**src/rtl/rcle_pkg.sv**
```systemverilog
// shared constants, types and register codes for the centered-lift base extension core
// no dependencies

package rcle_pkg;

   localparam int MOD_BITS        = 62;
   localparam int TARGET_REGS     = 4;
   localparam int MAX_TARGETS_DEF = 4;
   localparam int WORD_BITS_DEF   = 64;
   localparam int CSR_DATA_W      = 64;
   localparam int CSR_ADDR_W      = 6;
   localparam int REG_IDX_W       = 3;
   localparam int COUNT_W         = 3;
   localparam int TIDX_W          = 2;
   localparam int RSP_DATA_W      = 64;

   typedef logic [MOD_BITS-1:0]  mod_type;
   typedef logic [COUNT_W-1:0]   count_type;
   typedef logic [TIDX_W-1:0]    tidx_type;
   typedef logic [REG_IDX_W-1:0] reg_idx_type;

   localparam reg_idx_type REG_OLD_MODULUS  = 3'd0;
   localparam reg_idx_type REG_TARGET_COUNT = 3'd1;
   localparam reg_idx_type REG_TARGET_MOD_0 = 3'd2;
   localparam reg_idx_type REG_TARGET_MOD_1 = 3'd3;
   localparam reg_idx_type REG_TARGET_MOD_2 = 3'd4;
   localparam reg_idx_type REG_TARGET_MOD_3 = 3'd5;

endpackage

```
**src/rtl/rcle_cell.sv**
```systemverilog
// one restoring remainder step per lane: shifts in the dividend msb and subtracts the modulus
// depends on rcle_pkg

module rcle_cell #(
   parameter int LANES = 1,
   parameter int DIV_W = 64
) (
   input  logic                  clock,
   input  logic                  reset,
   input  logic                  advance,
   input  rcle_pkg::mod_type     moduli [LANES],
   input  logic                  in_valid,
   input  logic [DIV_W-1:0]      in_div,
   input  rcle_pkg::mod_type     in_rem [LANES],
   output logic                  out_valid,
   output logic [DIV_W-1:0]      out_div,
   output rcle_pkg::mod_type     out_rem [LANES]
);
   import rcle_pkg::*;

   logic              valid_ff, valid_in;
   logic [DIV_W-1:0]  div_ff, div_in;
   mod_type           rem_ff [LANES];
   mod_type           rem_in [LANES];

   always_comb begin
      logic [MOD_BITS:0] shifted;
      logic [MOD_BITS:0] modx;
      logic [MOD_BITS:0] diff;
      valid_in = in_valid;
      div_in   = in_div << 1;
      for (int l = 0; l < LANES; l++) begin
         shifted = {in_rem[l], in_div[DIV_W-1]};
         modx    = {1'b0, moduli[l]};
         diff    = shifted - modx;
         if (shifted >= modx) begin
            rem_in[l] = diff[MOD_BITS-1:0];
         end else begin
            rem_in[l] = shifted[MOD_BITS-1:0];
         end
      end
   end

   always_ff @(posedge clock) begin
      if (reset) begin
         valid_ff <= 1'b0;
      end else if (advance) begin
         valid_ff <= valid_in;
      end
   end

   always_ff @(posedge clock) begin
      if (advance) begin
         div_ff <= div_in;
         rem_ff <= rem_in;
      end
   end

   assign out_valid = valid_ff;
   assign out_div   = div_ff;
   assign out_rem   = rem_ff;

endmodule

```
**config.mk**
```make
export PLATFORM = sky130hd
export DESIGN_NAME = rcle_cell
export DESIGN_NICKNAME = d
export VERILOG_FILES = /design/src/rtl/rcle_pkg.sv /design/src/rtl/rcle_cell.sv
export SDC_FILE = /design/constraint.sdc
export NUM_CORES = 1
export LEC_CHECK = 0
export BUFFER_PORTS_ARGS = -buffer_cell sky130_fd_sc_hd__buf_2
export CORE_UTILIZATION = 50
export CTS_CLUSTER_SIZE = 8
export DETAILED_ROUTE_END_ITERATION = 8
export PLACE_DENSITY = 0.81
export SLEW_MARGIN = 10
export SYNTH_ARGS = -nofsm -noshare
export SYNTH_HDL_FRONTEND = slang
export SYNTH_SLANG_ARGS = --single-unit
```
**constraint.sdc**
```tcl
create_clock -name clock -period 3.6 [get_ports clock]
set_clock_uncertainty 0.05 [all_clocks]
set_input_delay 0.54 -clock clock [delete_from_list [all_inputs] [get_ports clock]]
set_output_delay 0.54 -clock clock [all_outputs]
set_load 0.1 [all_outputs]
```
==> results.md, run 1 <==
Die:
- The floorplan step defined a die boundary enclosing 17500 µm².
- The die is 132 µm tall.
- The total number of placement rows is 47.
- In this run the horizontal extent of the chip is 132 µm.
- The region available for standard cell placement spans 16600 µm².
- For this configuration, the core starts out at a cell density of 51.0%.
- The top-level I/O count is 319.

Yosys:
- The count of mapped cells out of synthesis is 875.
- Sorting the synthesized cells by how often they occur yields 125 x edfxtp_1, 117 x a21oi_1, 87 x nor2_1.
- The count of warnings emitted by yosys is 0.
- The number of enable-type register cells in the synthesized netlist is 125.
- After synthesis, the share of flip-flops with an asynchronous set or reset is 0%.
- After synthesis, the mean cell area works out to 9.67 µm².
- The post-synthesis net count is 1130.
- The most numerous cell in the Yosys netlist is edfxtp_1.
- Synthesis inferred 126 register bits.
- Ranked by total cell area, the synthesized netlist is headed by edfxtp_1 44%, ha_1 9.2%, a21oi_1 6.9%, xnor2_1 4.0%, nor2_1 3.9%.
- Of the post-synthesis cell area, the dominant cell type holds 44.4%.
- Among all flip-flop cells after synthesis, the most frequent one is edfxtp_1.
- The synthesized design spends more area on one cell type than any other, namely edfxtp_1.
- Of the synthesized area, sequential elements account for 44.6%.
- The unique cell type count in the Yosys netlist is 61.
- After synthesis the cells add up to 8460 µm².

Critical path:
- The worst reg-to-reg setup slack is 2.89 ns.
- The class of the most critical setup path is input pin to flop.
- At the worst endpoint, the arrival time is 3.36 ns.
- The maximum net fanout on the critical path is 27.
- The number of cells on the worst reg-to-reg path is 2.
- The endpoint identified for the worst register-to-register timing path is out_valid.
- The startpoint identified for the worst register-to-register timing path is out_valid.
- The kind of start point of the critical path is an input pin.
- The critical path capture point type is a flop.
- For the worst setup path, the data required time is 3.71 ns.

Route:
- For this run, design rule violations remaining after detail routing come to 0.
- The via-per-instance ratio is 5.42.
- The via total after detailed routing is 7975.
- The number of iterations in the first detailed-routing pass is 5.
- The first routing iteration left 496 violations.
- The average detailed-routed wire length per instance is 17.3 µm.
- The detailed-route wire length is 25.4 mm.
- The antenna violation net count after detailed routing is 0.

Timing:
- The minimum period implied by the final worst setup slack is 3.25 ns.
- The worst path uses 90.4% of the clock period.
- Setup repair after global routing left no endpoint under its margin.
- The final setup violation count is 0.
- The worst-case hold slack is 0.238 ns.
- The sum of negative setup slack is 0 ns.
- The final hold violation count is 0.
- The relative slew slack is 56.2%.
- The number of max-slew violations in the final report is 0.
- The worst path meets setup with 0.346 ns of slack.
- At the pin with the least slew margin, the transition time is 0.657 ns.
- Timing would allow up to 0.307 GHz.

CTS:
- The clock drives 126 sinks.
- After clock tree synthesis, the flow added hold-fix buffers numbering 0.
- The tree is rooted in a clkbuf_16.
- The clock tree buffer depth is 2.
- The later pin in the worst-skew pair is clocked with a latency of 0.41 ns.
- The clock tree from TritonCTS is done.
- The clock tree synthesis step divided the H-tree into 4 levels.
- The TritonCTS buffer count is 17.
- The number of setup buffers added after CTS is 0.
- The clock input transition at the sequential cells of the worst setup and hold paths is 0.07 ns.
- Post-CTS repair changed the size of 0 cells.

Final layout:
- The growth of design area from synthesis to finish is 32.3%.
- The post-route standard cell area excluding fillers is 11200 µm².
- The final net count is 1493.
- The ratio of cells with drive above 1 in the final layout is 35.2%.

Pwr:
- VDD sags by at most 0.328 mV.
- The post-route total power is 6.25 mW.
- In this run the power density over the cells is 558 nW/µm².
- Summed over all cells, the static leakage comes to 5.22 nW.

Placed design:
- Summing all placed instances gives a cell area of 10600 µm².
- Before CTS, the worst setup slack after placement is -0.0312 ns.
- The final weighted congestion in routability-driven placement is 0.931.
- Detailed placement ended at an HPWL of 20.2 mm.
- The number of buffers added on ports is 317.

Global route:
- The number of global-route vias before repair is 7855.
- The number of antenna violations at the first check in global routing is 2.
- The first global-routing pass estimated 40.0 mm of wire.
- The pin count of the biggest net entering global routing is 53.
- The total overflow left after global routing is 0.
- For this run, the total global-route usage over all layers was measured as 29.5%.

Hold path:
- The capture endpoint of the worst hold path is out_div[8].
- In this run the most critical hold path is launched from in_div[7].
- The cell depth of the worst min-delay path is 1.
- The class of the tightest hold or removal check is input pin to flop.

Flow run:
- The max-capacitance violation count is 0.

Status:
- The flow ran to the end, and the final reports show no timing, DRC or antenna violations.
worst max-delay path by stage:
stage	cells after the start	endpoint	from	slack, ns
2_1_floorplan	13	out_rem[58]	in_div[63]	0.46
3_3_place_gp	13	out_rem[56]	in_rem[33]	0.01
3_5_place_dp	15	out_rem[16]	moduli[18]	-0.03
4_1_cts	15	out_rem[19]	moduli[18]	0.40
5_1_grt	15	out_rem[16]	moduli[18]	0.12
6_report	15	out_rem[19]	moduli[18]	0.35
cell families after synthesis:
kind of cell | count (synthesis) | synth area share, %
fa+ha+maj | 63 | 9.40
xor+xnor | 58 | 6.00
buf+inv | 110 | 5.68
compound gates | 262 | 19.0
flops | 126 | 44.6
mux | 11 | 1.85
other cells | 1 | 0.0443
simple gates | 244 | 13.4
critical path, cell delays in order:
cell and delay [ns]:
buf_2 0.07, inv_1 0.03, ha_1 0.36, a21oi_1 0.21, o21ai_0 0.17, a22oi_1 0.29
nand4b_1 0.17, o21ai_1 0.26, a21oi_1 0.13, or2_1 0.28, o21a_4 0.27, buf_12 0.17
buf_4 0.19, nor2_1 0.14, a21oi_2 0.06
state kept, by name, summed over array words and instances (netlist names):
name / cells
out_valid: 1
out_rem: 62
out_div: 63
power breakdown:
group / leakage [nW] / internal, mW / total (mW) / switching (mW)
Clock: 0.277 / 0.972 / 1.71 / 0.742
Sequential: 1.23 / 1.84 / 1.89 / 0.0475
Combinational: 3.71 / 0.637 / 2.65 / 2.01
layer usage:
metal / up-vias / GRT usage [%] / wire, µm
met1: 3690 / 35.7 / 10200
li1: 3900 / - / -
met5: - / 0 / 13
met2: 343 / 52.5 / 12900
met4: 2 / 10.1 / 511
met3: 40 / 5.46 / 1820
cell usage in the layout, fill, tap and decap left out, types with 16 or more instances in the layout:
cell type / netlist / final
buf_2: 9 / 316
edfxtp_1: 125 / 125
a21oi_1: 117 / 117
nor2_1: 87 / 87
inv_1: 83 / 83
nand2_1: 71 / 71
ha_1: 62 / 62
buf_4: 1 / 51
xnor2_1: 39 / 39
o21ai_0: 38 / 38
o21bai_1: 20 / 20
nand4_1: 19 / 19
xor2_1: 19 / 19
nor3_1: 17 / 17
clkbuf_16: 0 / 17
a21o_1: 16 / 16
area by class of cell:
class	count	area, µm²
Fill cell	1359	5380
Multi-Input combinational cell	639	4220
Sequential cell	126	3770
Timing Repair Buffer	371	2040
Clock buffer	17	425
Inverter	83	312
Tap cell	220	275
Clock inverter	15	150
Antenna cell	1	2.50
metrics by stage:
step           instances  util (%)
2_1_floorplan        875         -
3_3_place_gp        1439      64.0
3_5_place_dp        1439      64.0
4_1_cts             1471      67.5
5_1_grt             1472      67.5
6_report            1472      67.5
Power figures use the tool's default switching activity.
==> run 2, diff against run 1 <==
Settings changed: RECOVER_POWER set to 50.
==> run 2 against run 1 <==
Sequential power is essentially flat. Largest cell class unchanged. Utilization hardly changed. Die area unchanged. The flow now finishes with violations (max-capacitance violations, max-slew violations). Cell area barely moved. Count of clock-buffer cells in the layout unchanged. Flip-flop and latch count did not move.
==> results.md, run 2 (synthesis gave the netlist of run 1 again) <==
Status:
- Run status: finished with violations (was complete, no violations).
- The final reports fail on max-capacitance violations, max-slew violations.

CTS:
- The sink count of the clock tree is 126 (unchanged).
- The root buffer cell is clkbuf_16 (unchanged).
- The maximum level of the CTS H-tree is 4 (unchanged).
- The number of gates given a new drive strength after cts was 0 (unchanged).
- The clock tree from TritonCTS is done (unchanged).
- The clock input transition at the sequential cells of the worst setup and hold paths is 0.07 ns (about the same).
- The number of setup buffers added after CTS was 0 (unchanged).
- The TritonCTS buffer count came to 17 (unchanged).
- The number of buffers added to fix hold violations after cts came to 0 (unchanged).
- The clock latency on the worst-skew pair is 0.41 ns (about the same).
- The clock tree buffer depth is 2 (unchanged).

Final layout:
- The growth of design area from synthesis to finish is 32.3% (about the same).
- Highest-count cells in the layout ignoring fill and taps: 315 x buf_2, 125 x edfxtp_1, 117 x a21oi_1, 87 x nor2_1, 83 x inv_1 (was 316 x buf_2, 125 x edfxtp_1, 117 x a21oi_1, 87 x nor2_1, 83 x inv_1).
- The number of fill cells in the layout is 1358 (was 1359).
- The ratio of cells with drive above 1 in the final layout is 35.0% (was 35.2%).
- The final net count is 1493 (unchanged).
- The post-route standard cell area excluding fillers is 11200 µm² (about the same).
- The most common library cell in the layout ignoring fill and taps is buf_2 (unchanged).
- The flip-flop count of the largest register, all copies and words added is 63 (unchanged).

Critical path:
- The class of the most critical setup path was input pin to flop (unchanged).
- The required time at the worst-slack endpoint came to 3.71 ns (about the same).
- The arrival time at the worst endpoint was 3.36 ns (about the same).
- The critical path capture point type is a flop (unchanged).
- The buffering stage count on the worst path with inverters included is 4 (unchanged).
- The family with the most delay on the worst path was compound AO/OA/AOI/OAI gates (unchanged).
- The most repeated library cell on the critical path is a21oi_1 (unchanged).
- The maximum net fanout on the critical path was 27 (unchanged).
- The stage delay of the slowest cell on the critical path is 0.36 ns (about the same).
- The kind of start point of the critical path is an input pin (unchanged).
- The launch point of the worst reg-to-reg path was out_valid (unchanged).
- The critical path's slowest cell is ha_1 (unchanged).
- The endpoint of the most critical register-to-register path is out_valid (unchanged).
- The worst reg-to-reg setup slack is 2.84 ns (was 2.89 ns).
- Critical-path cell list: buf_2 > inv_1 > ha_1 > a21oi_1 > o21ai_0 > a22oi_1 > nand4b_1 > o21ai_1 > a21oi_1 > or2_1 > o21a_4 > buf_12 > buf_4 > nor2_1 > a21oi_2 (unchanged).
- The depth of the worst register-to-register path is 2 (unchanged).

Timing:
- The final hold violation count came to 0 (unchanged).
- The final critical-path share of the clock period is 90.4% (about the same).
- Unrepaired setup endpoints after global routing: no (unchanged).
- The final setup violation count is 0 (unchanged).
- The relative slew slack is -84.3% (was 56.2%).
- The maximum operating frequency is 0.307 GHz (about the same).
- The minimum period implied by the final worst setup slack is 3.26 ns (was 3.25 ns).
- The worst setup slack after layout is 0.345 ns (was 0.346 ns).
- The transition time of the tightest slew-check pin came to 2.76 ns (was 0.657 ns).
- The number of max-slew violations in the final report came to 47 (was 0).

Route:
- The detailed-route wire length is 25.3 mm (was 25.4 mm).
- The average detailed-routed wire length per instance is 17.2 µm (was 17.3 µm).
- The number of iterations in the first detailed-routing pass was 5 (unchanged).
- The via total after detailed routing is 7940 (was 7975).
- The number of DRC violations after detailed routing is 0 (unchanged).
- The initial DRC count came to 523 (was 496).
- The antenna violation net count after detailed routing is 0 (unchanged).
- The via-per-instance ratio is 5.39 (was 5.42).

Die:
- The total die area is 17500 µm² (unchanged).
- The initial core utilization is 51.0% (unchanged).
- The die span in x is 132 µm (unchanged).
- The total number of placement rows was 47 (unchanged).
- The die span in y is 132 µm (unchanged).
- The core area is 16600 µm² (unchanged).
- The top-level I/O count is 319 (unchanged).

Pwr:
- The static power due to leakage came to 5.21 nW (was 5.22 nW).
- The areal power density over the cells is 558 nW/µm² (about the same).
- The post-route total power is 6.25 mW (about the same).
- The peak supply drop is 0.326 mV (was 0.328 mV).

Placed design:
- The number of buffers added on ports is 317 (unchanged).
- The final weighted congestion in routability-driven placement came to 0.931 (unchanged).
- The worst-case setup slack after placement is -0.0312 ns (unchanged).
- The total cell area at the placement stage is 10600 µm² (unchanged).
- The detailed placer's ending HPWL came to 20.2 mm (unchanged).

Global route:
- The number of global-route vias before repair was 7855 (unchanged).
- The pin count of the biggest net entering global routing came to 53 (unchanged).
- The aggregate global routing overflow is 0 (unchanged).
- The number of antenna violations at the first check in global routing is 2 (unchanged).
- The met2 global-route usage came to 52.5% (unchanged).
- The met1 layer usage reported by global route came to 35.7% (unchanged).
- The wire length of the first global-routing pass came to 40.0 mm (unchanged).
- The total global-route track usage is 29.5% (unchanged).
- The busiest metal layer after global routing is met2 (unchanged).
- The met3 track demand over resource was 5.46% (unchanged).

Hold path:
- The startpoint of the lowest-slack hold path is in_div[7] (unchanged).
- The class of the tightest hold or removal check is input pin to flop (unchanged).
- The capture endpoint of the worst hold path is out_div[8] (unchanged).
- The cell depth of the worst min-delay path is 1 (unchanged).

Flow run:
- The max-capacitance violation count is 1 (was 0).
-- run 2: changes by cell type in the layout (fill, tap and decap cells not counted) --
cell,previous run,this run
buf_2,316,315
buf_4,51,50
clkbuf_1,0,2
-- run 2: layout make-up --
| type | instances | area [µm²] | area share (%) |
|---|---|---|---|
| inverter | 83 | 312 | 2.78 |
| tap | 220 | 275 | 2.46 |
| antenna | 1 | 2.50 | 0.0224 |
| sequential | 126 | 3770 | 33.7 |
| clock buffer | 17 | 425 | 3.80 |
| timing repair buffer | 371 | 2040 | 18.2 |
| multi-input combinational | 639 | 4220 | 37.7 |
| clock inverter | 15 | 150 | 1.34 |
-- run 2: worst register-to-register path, cell delays in order (launching register included) --
cell and delay, ns:
dfxtp_1 0.33, mux2i_1 0.08, nor2_1 0.22
-- run 2: how the worst max path moves through the flow --
| stage | to | cells after the start | from | slack [ns] |
|---|---|---|---|---|
| after floorplan | out_rem[58] | 13 | in_div[63] | 0.46 |
| after global placement | out_rem[56] | 13 | in_rem[33] | 0.01 |
| after detailed placement | out_rem[16] | 15 | moduli[18] | -0.03 |
| after CTS | out_rem[19] | 15 | moduli[18] | 0.40 |
| after global routing | out_rem[16] | 15 | moduli[18] | 0.12 |
| final | out_rem[19] | 15 | moduli[18] | 0.34 |
-- run 2: metrics by stage --
step           setup TNS (ns)  utilization, %  hold slack, ns  instances
4_1_cts                     0            67.5           0.222       1471
6_report                    0            67.5           0.242       1472
2_1_floorplan               0               -           0.562        875
5_1_grt                     0            67.5           0.222       1472
3_5_place_dp          -0.0615            64.0           0.517       1439
3_3_place_gp                0            64.0           0.424       1439
-- run 2: report_power, final --
part | internal [mW] | switching (mW)
clock network | 0.972 | 0.738
logic | 0.637 | 2.01
registers | 1.84 | 0.0474
total | 3.45 | 2.80
-- run 2: metal layers --
metal  up-vias  wire [µm]
li1       3901          -
met1      3660      10100
met2       338      12900
met3        39       1820
met4         2        493
met5         -         13
